==> src/rtl/wsfd_pkg.sv <==
// Package with the item types and framing constants of the WebSocket frame decoder.
`default_nettype none

package wsfd_pkg;

  localparam int unsigned LenW = 63;

  localparam logic [3:0] OP_TEXT   = 4'h1;
  localparam logic [6:0] LEN_EXT16 = 7'd126;
  localparam logic [6:0] LEN_EXT64 = 7'd127;

  localparam logic [3:0] EXT16_BYTES = 4'd2;
  localparam logic [3:0] EXT64_BYTES = 4'd8;
  localparam logic [3:0] KEY_BYTES   = 4'd4;

  localparam logic KIND_HEADER  = 1'b0;
  localparam logic KIND_PAYLOAD = 1'b1;

  typedef struct packed {
    logic [7:0] frame_byte;
  } in_item_t;

  typedef struct packed {
    logic            kind;
    logic            final_flag;
    logic [3:0]      opcode;
    logic            masked_flag;
    logic [LenW-1:0] payload_length;
    logic [7:0]      data_byte;
    logic            last_of_frame;
  } out_item_t;

  typedef struct packed {
    logic require_mask;
  } cfg_item_t;

  // Result of one parser step: whether the byte produced a result, and that result.
  typedef struct packed {
    logic      valid;
    out_item_t item;
  } res_t;

endpackage

`default_nettype wire

==> src/rtl/wsfd_chan_if.sv <==
// Valid/ready channel interface carrying one payload item per transfer.
`default_nettype none

interface wsfd_chan_if #(
  parameter type payload_t = logic
);
  logic     valid;
  logic     ready;
  payload_t data;

  modport source (output valid, output data, input ready);
  modport sink (input valid, input data, output ready);
endinterface

`default_nettype wire

==> src/rtl/websocket_frame_decoder_core.sv <==
// Top level of the WebSocket frame decoder: channels, configuration and result register.
// Results are registered: each appears in the cycle after its byte's transfer.
// Throughput: one frame byte per cycle, sustained, as long as results are taken.
// The output register is a single stage; a stalled result holds the input off only
// while it is not being taken, so a byte is accepted in the same cycle a result leaves.
// Reset (rst_ni low, asynchronous): parser waits for a first header byte, require_mask = 1.
`default_nettype none

module websocket_frame_decoder_core (
  input  wire logic   clk_i,
  input  wire logic   rst_ni,
  wsfd_chan_if.sink   frame_i,
  wsfd_chan_if.source result_o,
  wsfd_chan_if.sink   cfg_i
);
  import wsfd_pkg::*;

  // Configuration: the register may be written in any cycle; it is sampled by
  // the parser only when a header completes, so a frame in progress keeps its rule.
  logic require_mask_q;

  assign cfg_i.ready = 1'b1;

  always_ff @(posedge clk_i or negedge rst_ni) begin
    if (!rst_ni) begin
      require_mask_q <= 1'b1;
    end else if (cfg_i.valid) begin
      require_mask_q <= cfg_i.data.require_mask;
    end
  end

  // A byte is taken whenever the output register is empty or is emptied in this cycle.
  logic      frame_xfer;
  logic      out_valid_q;
  out_item_t out_item_q;
  res_t      step_res;

  assign frame_i.ready = !out_valid_q || result_o.ready;
  assign frame_xfer    = frame_i.valid && frame_i.ready;

  // The parser holds all frame state and works out the result of one byte
  // combinationally from the current state.
  wsfd_parser u_parser (
    .clk_i          (clk_i),
    .rst_ni         (rst_ni),
    .step_i         (frame_xfer),
    .frame_byte_i   (frame_i.data.frame_byte),
    .require_mask_i (require_mask_q),
    .res_o          (step_res)
  );

  // Result register. It refills on the same edge a pending result is taken,
  // and empties when taken with no new result behind it.
  always_ff @(posedge clk_i or negedge rst_ni) begin
    if (!rst_ni) begin
      out_valid_q <= 1'b0;
    end else if (frame_i.ready) begin
      out_valid_q <= frame_xfer && step_res.valid;
    end
  end

  always_ff @(posedge clk_i) begin
    if (frame_xfer && step_res.valid) begin
      out_item_q <= step_res.item;
    end
  end

  assign result_o.valid = out_valid_q;
  assign result_o.data  = out_item_q;

  // Input is held off only while a result is pending and not being taken.
  a_ready_only_when_blocked: assert property (@(posedge clk_i) disable iff (!rst_ni)
    !frame_i.ready |-> (out_valid_q && !result_o.ready))
    else $error("input stalled without a blocked result");

  // A transfer that yields a result leaves a valid result in the register.
  a_result_loaded: assert property (@(posedge clk_i) disable iff (!rst_ni)
    (frame_xfer && step_res.valid) |=> out_valid_q)
    else $error("result of a transferred byte was dropped");

  // A result that was taken with no new byte yielding one empties the register.
  a_result_drained: assert property (@(posedge clk_i) disable iff (!rst_ni)
    (out_valid_q && result_o.ready && !(frame_xfer && step_res.valid)) |=> !out_valid_q)
    else $error("taken result was repeated");

endmodule

`default_nettype wire

==> src/rtl/wsfd_parser.sv <==
// Frame header parser and payload unmasking state machine, one byte per step.
`default_nettype none

module wsfd_parser (
  input  wire logic          clk_i,
  input  wire logic          rst_ni,
  input  wire logic          step_i,
  input  wire logic [7:0]    frame_byte_i,
  input  wire logic          require_mask_i,
  output wsfd_pkg::res_t     res_o
);
  import wsfd_pkg::*;

  typedef enum logic [2:0] {
    PH_HDR0    = 3'd0,
    PH_HDR1    = 3'd1,
    PH_EXTLEN  = 3'd2,
    PH_KEY     = 3'd3,
    PH_PAYLOAD = 3'd4
  } phase_e;

  phase_e          phase_q, phase_d;
  logic            fin_q, fin_d;
  logic [3:0]      op_q, op_d;
  logic            mask_q, mask_d;
  logic [LenW-1:0] len_q, len_d;
  logic [3:0]      left_q, left_d;
  logic [31:0]     key_q, key_d;
  logic [LenW-1:0] remain_q, remain_d;
  logic [1:0]      idx_q, idx_d;
  logic            deliver_q, deliver_d;

  logic            len_done;
  logic            hdr_done;
  logic            has_payload;
  logic [6:0]      len7;
  logic [7:0]      key_byte;
  logic            pay_last;

  always_comb begin
    phase_d   = phase_q;
    fin_d     = fin_q;
    op_d      = op_q;
    mask_d    = mask_q;
    len_d     = len_q;
    left_d    = left_q;
    key_d     = key_q;
    remain_d  = remain_q;
    idx_d     = idx_q;
    deliver_d = deliver_q;
    len_done  = 1'b0;
    hdr_done  = 1'b0;
    res_o     = '0;
    len7      = frame_byte_i[6:0];
    key_byte  = key_q[{~idx_q, 3'b000} +: 8];
    pay_last  = (remain_q == LenW'(1));

    case (phase_q)
      PH_HDR1: begin
        mask_d = frame_byte_i[7];
        key_d  = '0;
        if (len7 == LEN_EXT16 || len7 == LEN_EXT64) begin
          left_d  = (len7 == LEN_EXT16) ? EXT16_BYTES : EXT64_BYTES;
          len_d   = '0;
          phase_d = PH_EXTLEN;
        end else begin
          len_d    = LenW'(len7);
          len_done = 1'b1;
        end
      end
      PH_EXTLEN: begin
        // The top bit of the 64-bit form falls off the 63-bit accumulator.
        len_d  = {len_q[LenW-9:0], frame_byte_i};
        left_d = left_q - 4'd1;
        if (left_d == 4'd0) begin
          len_done = 1'b1;
        end
      end
      PH_KEY: begin
        key_d  = {key_q[23:0], frame_byte_i};
        left_d = left_q - 4'd1;
        if (left_d == 4'd0) begin
          hdr_done = 1'b1;
        end
      end
      PH_PAYLOAD: begin
        idx_d    = idx_q + 2'd1;
        remain_d = remain_q - LenW'(1);
        if (pay_last) begin
          phase_d = PH_HDR0;
        end
        if (deliver_q) begin
          res_o.valid              = 1'b1;
          res_o.item.kind          = KIND_PAYLOAD;
          res_o.item.data_byte     = frame_byte_i ^ key_byte;
          res_o.item.last_of_frame = pay_last;
        end
      end
      default: begin
        fin_d   = frame_byte_i[7];
        op_d    = frame_byte_i[3:0];
        phase_d = PH_HDR1;
      end
    endcase

    if (len_done) begin
      if (mask_d) begin
        left_d  = KEY_BYTES;
        phase_d = PH_KEY;
      end else begin
        key_d    = '0;
        hdr_done = 1'b1;
      end
    end

    has_payload = (len_d != '0);
    if (hdr_done) begin
      deliver_d                = (op_d == OP_TEXT) && (mask_d || !require_mask_i);
      remain_d                 = len_d;
      idx_d                    = '0;
      phase_d                  = has_payload ? PH_PAYLOAD : PH_HDR0;
      res_o.valid              = 1'b1;
      res_o.item.kind          = KIND_HEADER;
      res_o.item.data_byte     = '0;
      res_o.item.last_of_frame = !(deliver_d && has_payload);
    end

    res_o.item.final_flag     = fin_d;
    res_o.item.opcode         = op_d;
    res_o.item.masked_flag    = mask_d;
    res_o.item.payload_length = len_d;
  end

  always_ff @(posedge clk_i or negedge rst_ni) begin
    if (!rst_ni) begin
      phase_q   <= PH_HDR0;
      fin_q     <= 1'b0;
      op_q      <= '0;
      mask_q    <= 1'b0;
      len_q     <= '0;
      left_q    <= '0;
      key_q     <= '0;
      remain_q  <= '0;
      idx_q     <= '0;
      deliver_q <= 1'b0;
    end else if (step_i) begin
      phase_q   <= phase_d;
      fin_q     <= fin_d;
      op_q      <= op_d;
      mask_q    <= mask_d;
      len_q     <= len_d;
      left_q    <= left_d;
      key_q     <= key_d;
      remain_q  <= remain_d;
      idx_q     <= idx_d;
      deliver_q <= deliver_d;
    end
  end

  // A payload phase always has at least one byte still to come.
  a_payload_nonzero: assert property (@(posedge clk_i) disable iff (!rst_ni)
    phase_q == PH_PAYLOAD |-> remain_q != '0)
    else $error("payload phase with no bytes remaining");

  // Extended length and key phases always count down from a nonzero value.
  a_hdr_left_nonzero: assert property (@(posedge clk_i) disable iff (!rst_ni)
    (phase_q == PH_EXTLEN || phase_q == PH_KEY) |-> left_q != 4'd0)
    else $error("header byte counter empty in a counting phase");

  // Payload results appear only for frames latched as delivered.
  a_payload_delivered: assert property (@(posedge clk_i) disable iff (!rst_ni)
    (step_i && res_o.valid && res_o.item.kind == KIND_PAYLOAD) |-> deliver_q)
    else $error("payload result for a frame that is not delivered");

endmodule

`default_nettype wire

==> src/flat_wrapper.sv <==
// flat-port wrapper written by rule: the top's interface ports become plain ports
module websocket_frame_decoder_core_flat import wsfd_pkg::*;
  (clk_i, rst_ni, frame_i_valid, frame_i_data, frame_i_ready, result_o_valid, result_o_data, result_o_ready, cfg_i_valid, cfg_i_data, cfg_i_ready);
  wsfd_chan_if #(.payload_t(in_item_t)) frame_i_i ();
  wsfd_chan_if #(.payload_t(out_item_t)) result_o_i ();
  wsfd_chan_if #(.payload_t(cfg_item_t)) cfg_i_i ();
  input  wire logic clk_i;
  input  wire logic rst_ni;
  input wire logic [$bits(frame_i_i.valid)-1:0] frame_i_valid;
  input wire logic [$bits(frame_i_i.data)-1:0] frame_i_data;
  output wire logic [$bits(frame_i_i.ready)-1:0] frame_i_ready;
  output wire logic [$bits(result_o_i.valid)-1:0] result_o_valid;
  output wire logic [$bits(result_o_i.data)-1:0] result_o_data;
  input wire logic [$bits(result_o_i.ready)-1:0] result_o_ready;
  input wire logic [$bits(cfg_i_i.valid)-1:0] cfg_i_valid;
  input wire logic [$bits(cfg_i_i.data)-1:0] cfg_i_data;
  output wire logic [$bits(cfg_i_i.ready)-1:0] cfg_i_ready;
  assign frame_i_i.valid = frame_i_valid;
  assign frame_i_i.data = frame_i_data;
  assign frame_i_ready = frame_i_i.ready;
  assign result_o_valid = result_o_i.valid;
  assign result_o_data = result_o_i.data;
  assign result_o_i.ready = result_o_ready;
  assign cfg_i_i.valid = cfg_i_valid;
  assign cfg_i_i.data = cfg_i_data;
  assign cfg_i_ready = cfg_i_i.ready;
  websocket_frame_decoder_core u_core (.clk_i(clk_i), .rst_ni(rst_ni), .frame_i(frame_i_i), .result_o(result_o_i), .cfg_i(cfg_i_i));
endmodule
==> config.mk <==
export PLATFORM = sky130hd
export DESIGN_NAME = websocket_frame_decoder_core_flat
export DESIGN_NICKNAME = d
export VERILOG_FILES = /design/src/rtl/wsfd_pkg.sv /design/src/rtl/wsfd_chan_if.sv /design/src/rtl/websocket_frame_decoder_core.sv /design/src/rtl/wsfd_parser.sv /design/src/flat_wrapper.sv
export SDC_FILE = /design/constraint.sdc
export NUM_CORES = 1
export LEC_CHECK = 0
export BUFFER_PORTS_ARGS = -buffer_cell sky130_fd_sc_hd__buf_2
export CAP_MARGIN = 10
export CORE_MARGIN = 1
export CORE_UTILIZATION = 51
export CTS_CLUSTER_DIAMETER = 60
export CTS_CLUSTER_SIZE = 12
export DETAILED_ROUTE_END_ITERATION = 10
export PLACE_DENSITY = 0.68
export SLEW_MARGIN = 10
export SYNTH_ARGS = -nofsm -noshare
export SYNTH_HDL_FRONTEND = slang
export SYNTH_SLANG_ARGS = --single-unit
==> constraint.sdc <==
create_clock -name clk_i -period 10 [get_ports clk_i]
set_clock_uncertainty 0.1 [all_clocks]
set_input_delay 1 -clock clk_i [delete_from_list [all_inputs] [get_ports clk_i]]
set_output_delay 1 -clock clk_i [all_outputs]
set_load 0.02 [all_outputs]
==> results by group <==
Die
  • Die area: 26000 µm²
  • # rows: 57
  • Die Y: 161 µm
  • Die span in x: 161 µm
  • Placeable Area: 24600 µm²
  • Initial Utilization: 0.527
  • Top Ports: 96

Outcome
  • Run status: complete, no violations

Timing
  • Max Slew Vio Count: 0
  • Worst relative slew slack: 0.268
  • Setup TNS Final: 0 ns
  • Final Setup Violations: 0
  • Hold_ws: 0.238 ns
  • FMAX: 220 MHz
  • Final hold viol count: 0
  • RSZ-0062 raised after global routing: false
  • Period utilization: 0.454
  • Final min period: 4.54 ns
  • Worst-margin pin slew: 1.10 ns

Global route
  • Initial antenna violation count: 0
  • GRT Residual Overflow: 0
  • Gr usage total: 0.286
  • Largest net degree at the start of global routing: 111
  • Number of global-route vias before repair: 9848
  • First-pass GRT wire length: 57200 µm

Worst setup path
  • Worst EP arrival: 4.60 ns
  • Crit path kind: reg2reg
  • CP startpoint: u_core.u_parser.phase_q[0]
  • Critical path peak fanout: 79
  • Crit path max-delay family: simple AND/OR/NAND/NOR gates
  • R2R Path Start: u_core.u_parser.phase_q[0]
  • Most frequent CP cell: buf_4
  • Worst path max stage delay: 0.76 ns
  • Worst path slowest cell: nand2_4
  • CP Capture Type: register
  • Crit path cell chain: buf_4 -> nor3b_1 -> nor2b_1 -> a32o_2 -> buf_4 -> nand2_1 -> buf_4 -> nand2_4
  • Setup crit start kind: register
  • CP Data Required Time: 10.06 ns
  • Crit path buffers/inverters: 3

Yosys
  • Yosys cell types: 86
  • Mapped cell area: 13000 µm²
  • Main flop type after synthesis: dfrtp_1
  • Mapped Cells: 1293
  • Cell accounting for the most synthesized area: dfrtp_1
  • Sequential cell area fraction in the yosys report: 0.523
  • Asr flop ratio synth: 0.690
  • Synthesized net count: 1311
  • Post-Syn Area per Cell: 10.0 µm²
  • Yosys top cell area share: 0.338
  • Synth warn: 0
  • Synth Register Bits: 255
  • Ranking of synthesized cells by area: dfrtp_1, edfxtp_1, o21ai_0
  • EDFF count, synth: 79

Layout
  • Area grow syn2layout: 12.5%
  • Layout cell share with drive strength beyond 1: 0.155
  • ANT cells: 0
  • Final net count: 1375

Clock network
  • Clock sink count: 255
  • Reg clk slew, reported paths: 0.07 ns
  • Clock Latency Late Sink: 0.55 ns
  • Post-cts sizing count: 0
  • Max clock buf depth: 3
  • Root Buffer: clkbuf_16
  • Post-CTS Setup Inserts: 0
  • Num CTS Buffers: 28
  • H-tree levels: 1
  • CTS tree: built
  • Hold buffer count at cts: 0

Placed design
  • GPL Wtd Cong: 0.873
  • Port Buffers: 94
  • Dpl hpwl: 24400 µm

Pwr
  • Leak: 0.00616 µW
  • Pwr Density: 335 nW/µm²
  • Worst VDD drop: 0.164 mV

Route
  • ANT nets after route: 0
  • DRC: 0
  • Drt wl/cell: 21.7 µm
  • Avg Vias per Cell: 6.28
  • Initial DRT Pass Iterations: 6
  • Via count: 10700
  • Final wirelength: 36900 µm
  • Initial drt markers: 1329

Worst hold path
  • Hold WC Path Type: in2async

Job
  • Max-cap violation count: 0
## metrics by stage
stage	total power (µW)	cells	instance area (µm²)	setup slack (ns)	utilization
2_1_floorplan	3200	1293	13000	5.70	-
3_3_place_gp	3800	1651	13700	5.60	0.557
3_5_place_dp	3840	1651	13700	5.52	0.557
4_1_cts	4860	1703	14600	5.51	0.593
5_1_grt	5140	1703	14600	5.14	0.593
6_report	4890	1703	14600	5.46	0.593
## cell type report
cell class              count  area (µm²)
fillers                  2077       10000
flip-flops and latches    255        6780
multi-input cells         883        5560
clock buffers              45         806
repair buffers            126         717
well taps                 324         405
inverters                  63         236
clock inverters             7        78.8
## worst paths after layout
| kind | end | slack, ns | depth (start not counted) |
|---|---|---|---|
| worst min register to register | u_core.u_parser.op_q[3] | 0.38 | 2 |
| worst max register to register | u_core.result_o.data[52] | 5.46 | 8 |
| min in group clk_i | u_core.u_parser.op_q[3] | 0.38 | 2 |
| worst max-delay path | u_core.result_o.data[52] | 5.46 | 8 |
| worst min-delay path | u_core.u_parser.key_q[22] | 0.24 | 1 |
| max in group asynchronous | u_core.u_parser.phase_q[0] | 7.40 | 3 |
## power by group
part	internal [µW]	switching, µW
registers	1500	360
clock network	579	432
logic	724	1290
## cells in the final DEF, fill, tap and decap left out, drive strengths merged, types with 14 or more instances in the layout
cell,count
dfrtp,175
nand2,149
buf,126
o21ai,117
nor2,82
edfxtp,79
inv,63
a21oi,55
a22o,45
clkbuf,45
nor3,43
nor3b,34
nor2b,31
a221oi,27
nor4,26
nand3,21
a31oi,17
a22oi,16
nand2b,14
## sequential cells by signal, summed over array words and instances (netlist names)
| name | flops |
|---|---|
| u_core.result_o.data | 79 |
| u_core.u_parser.len_q | 63 |
| u_core.u_parser.remain_q | 63 |
| u_core.u_parser.key_q | 32 |
| u_core.u_parser.left_q | 4 |
| u_core.u_parser.op_q | 4 |
| u_core.u_parser.phase_q | 3 |
| u_core.u_parser.idx_q | 2 |
| u_core.require_mask_q | 1 |
| u_core.result_o.valid | 1 |
| u_core.u_parser.deliver_q | 1 |
| u_core.u_parser.fin_q | 1 |
| u_core.u_parser.mask_q | 1 |
## kinds of logic (layout without fill, tap and decap cells)
kind of cell | Yosys count | in the layout | synth area share
AND/OR/NAND/NOR | 488 | 488 | 0.201
AO/OA/AOI/OAI | 360 | 360 | 0.189
flip-flops | 255 | 255 | 0.523
buffers and inverters | 155 | 241 | 0.0518
multiplexers | 19 | 19 | 0.0233
XOR/XNOR | 11 | 11 | 0.00744
adder cells (fa/ha/maj) | 4 | 4 | 0.00386
other | 1 | 1 | 0.000289
## synthesized netlist by cell type, types with 6 or more instances
library cell and number:
nand4_1 10, nor3b_1 33, a221oi_1 25, or3_1 9
and2_1 8, a32oi_1 7, nor3_1 41, a211oi_1 11
edfxtp_1 79, a22oi_1 16, mux2_2 9, or4_1 9
inv_1 60, nor4bb_1 11, a22o_1 45, nand2_1 149
nand3b_1 10, nand3_1 21, and3_1 10, a31oi_1 17
nor2_1 82, clkbuf_1 61, nand2b_1 14, buf_1 8
a221o_1 6, nor4_1 24, buf_2 11, xnor2_1 11
buf_6 8, a21oi_1 55, o21ai_0 113, nor2b_1 31
dfrtp_1 175, mux4_2 8
## per-layer routing
metal	wire length (µm)	track usage
met5	0	0
met4	777	0.0682
met2	16400	0.425
met3	3300	0.0503
met1	16500	0.434
Power figures use the tool's default switching activity.
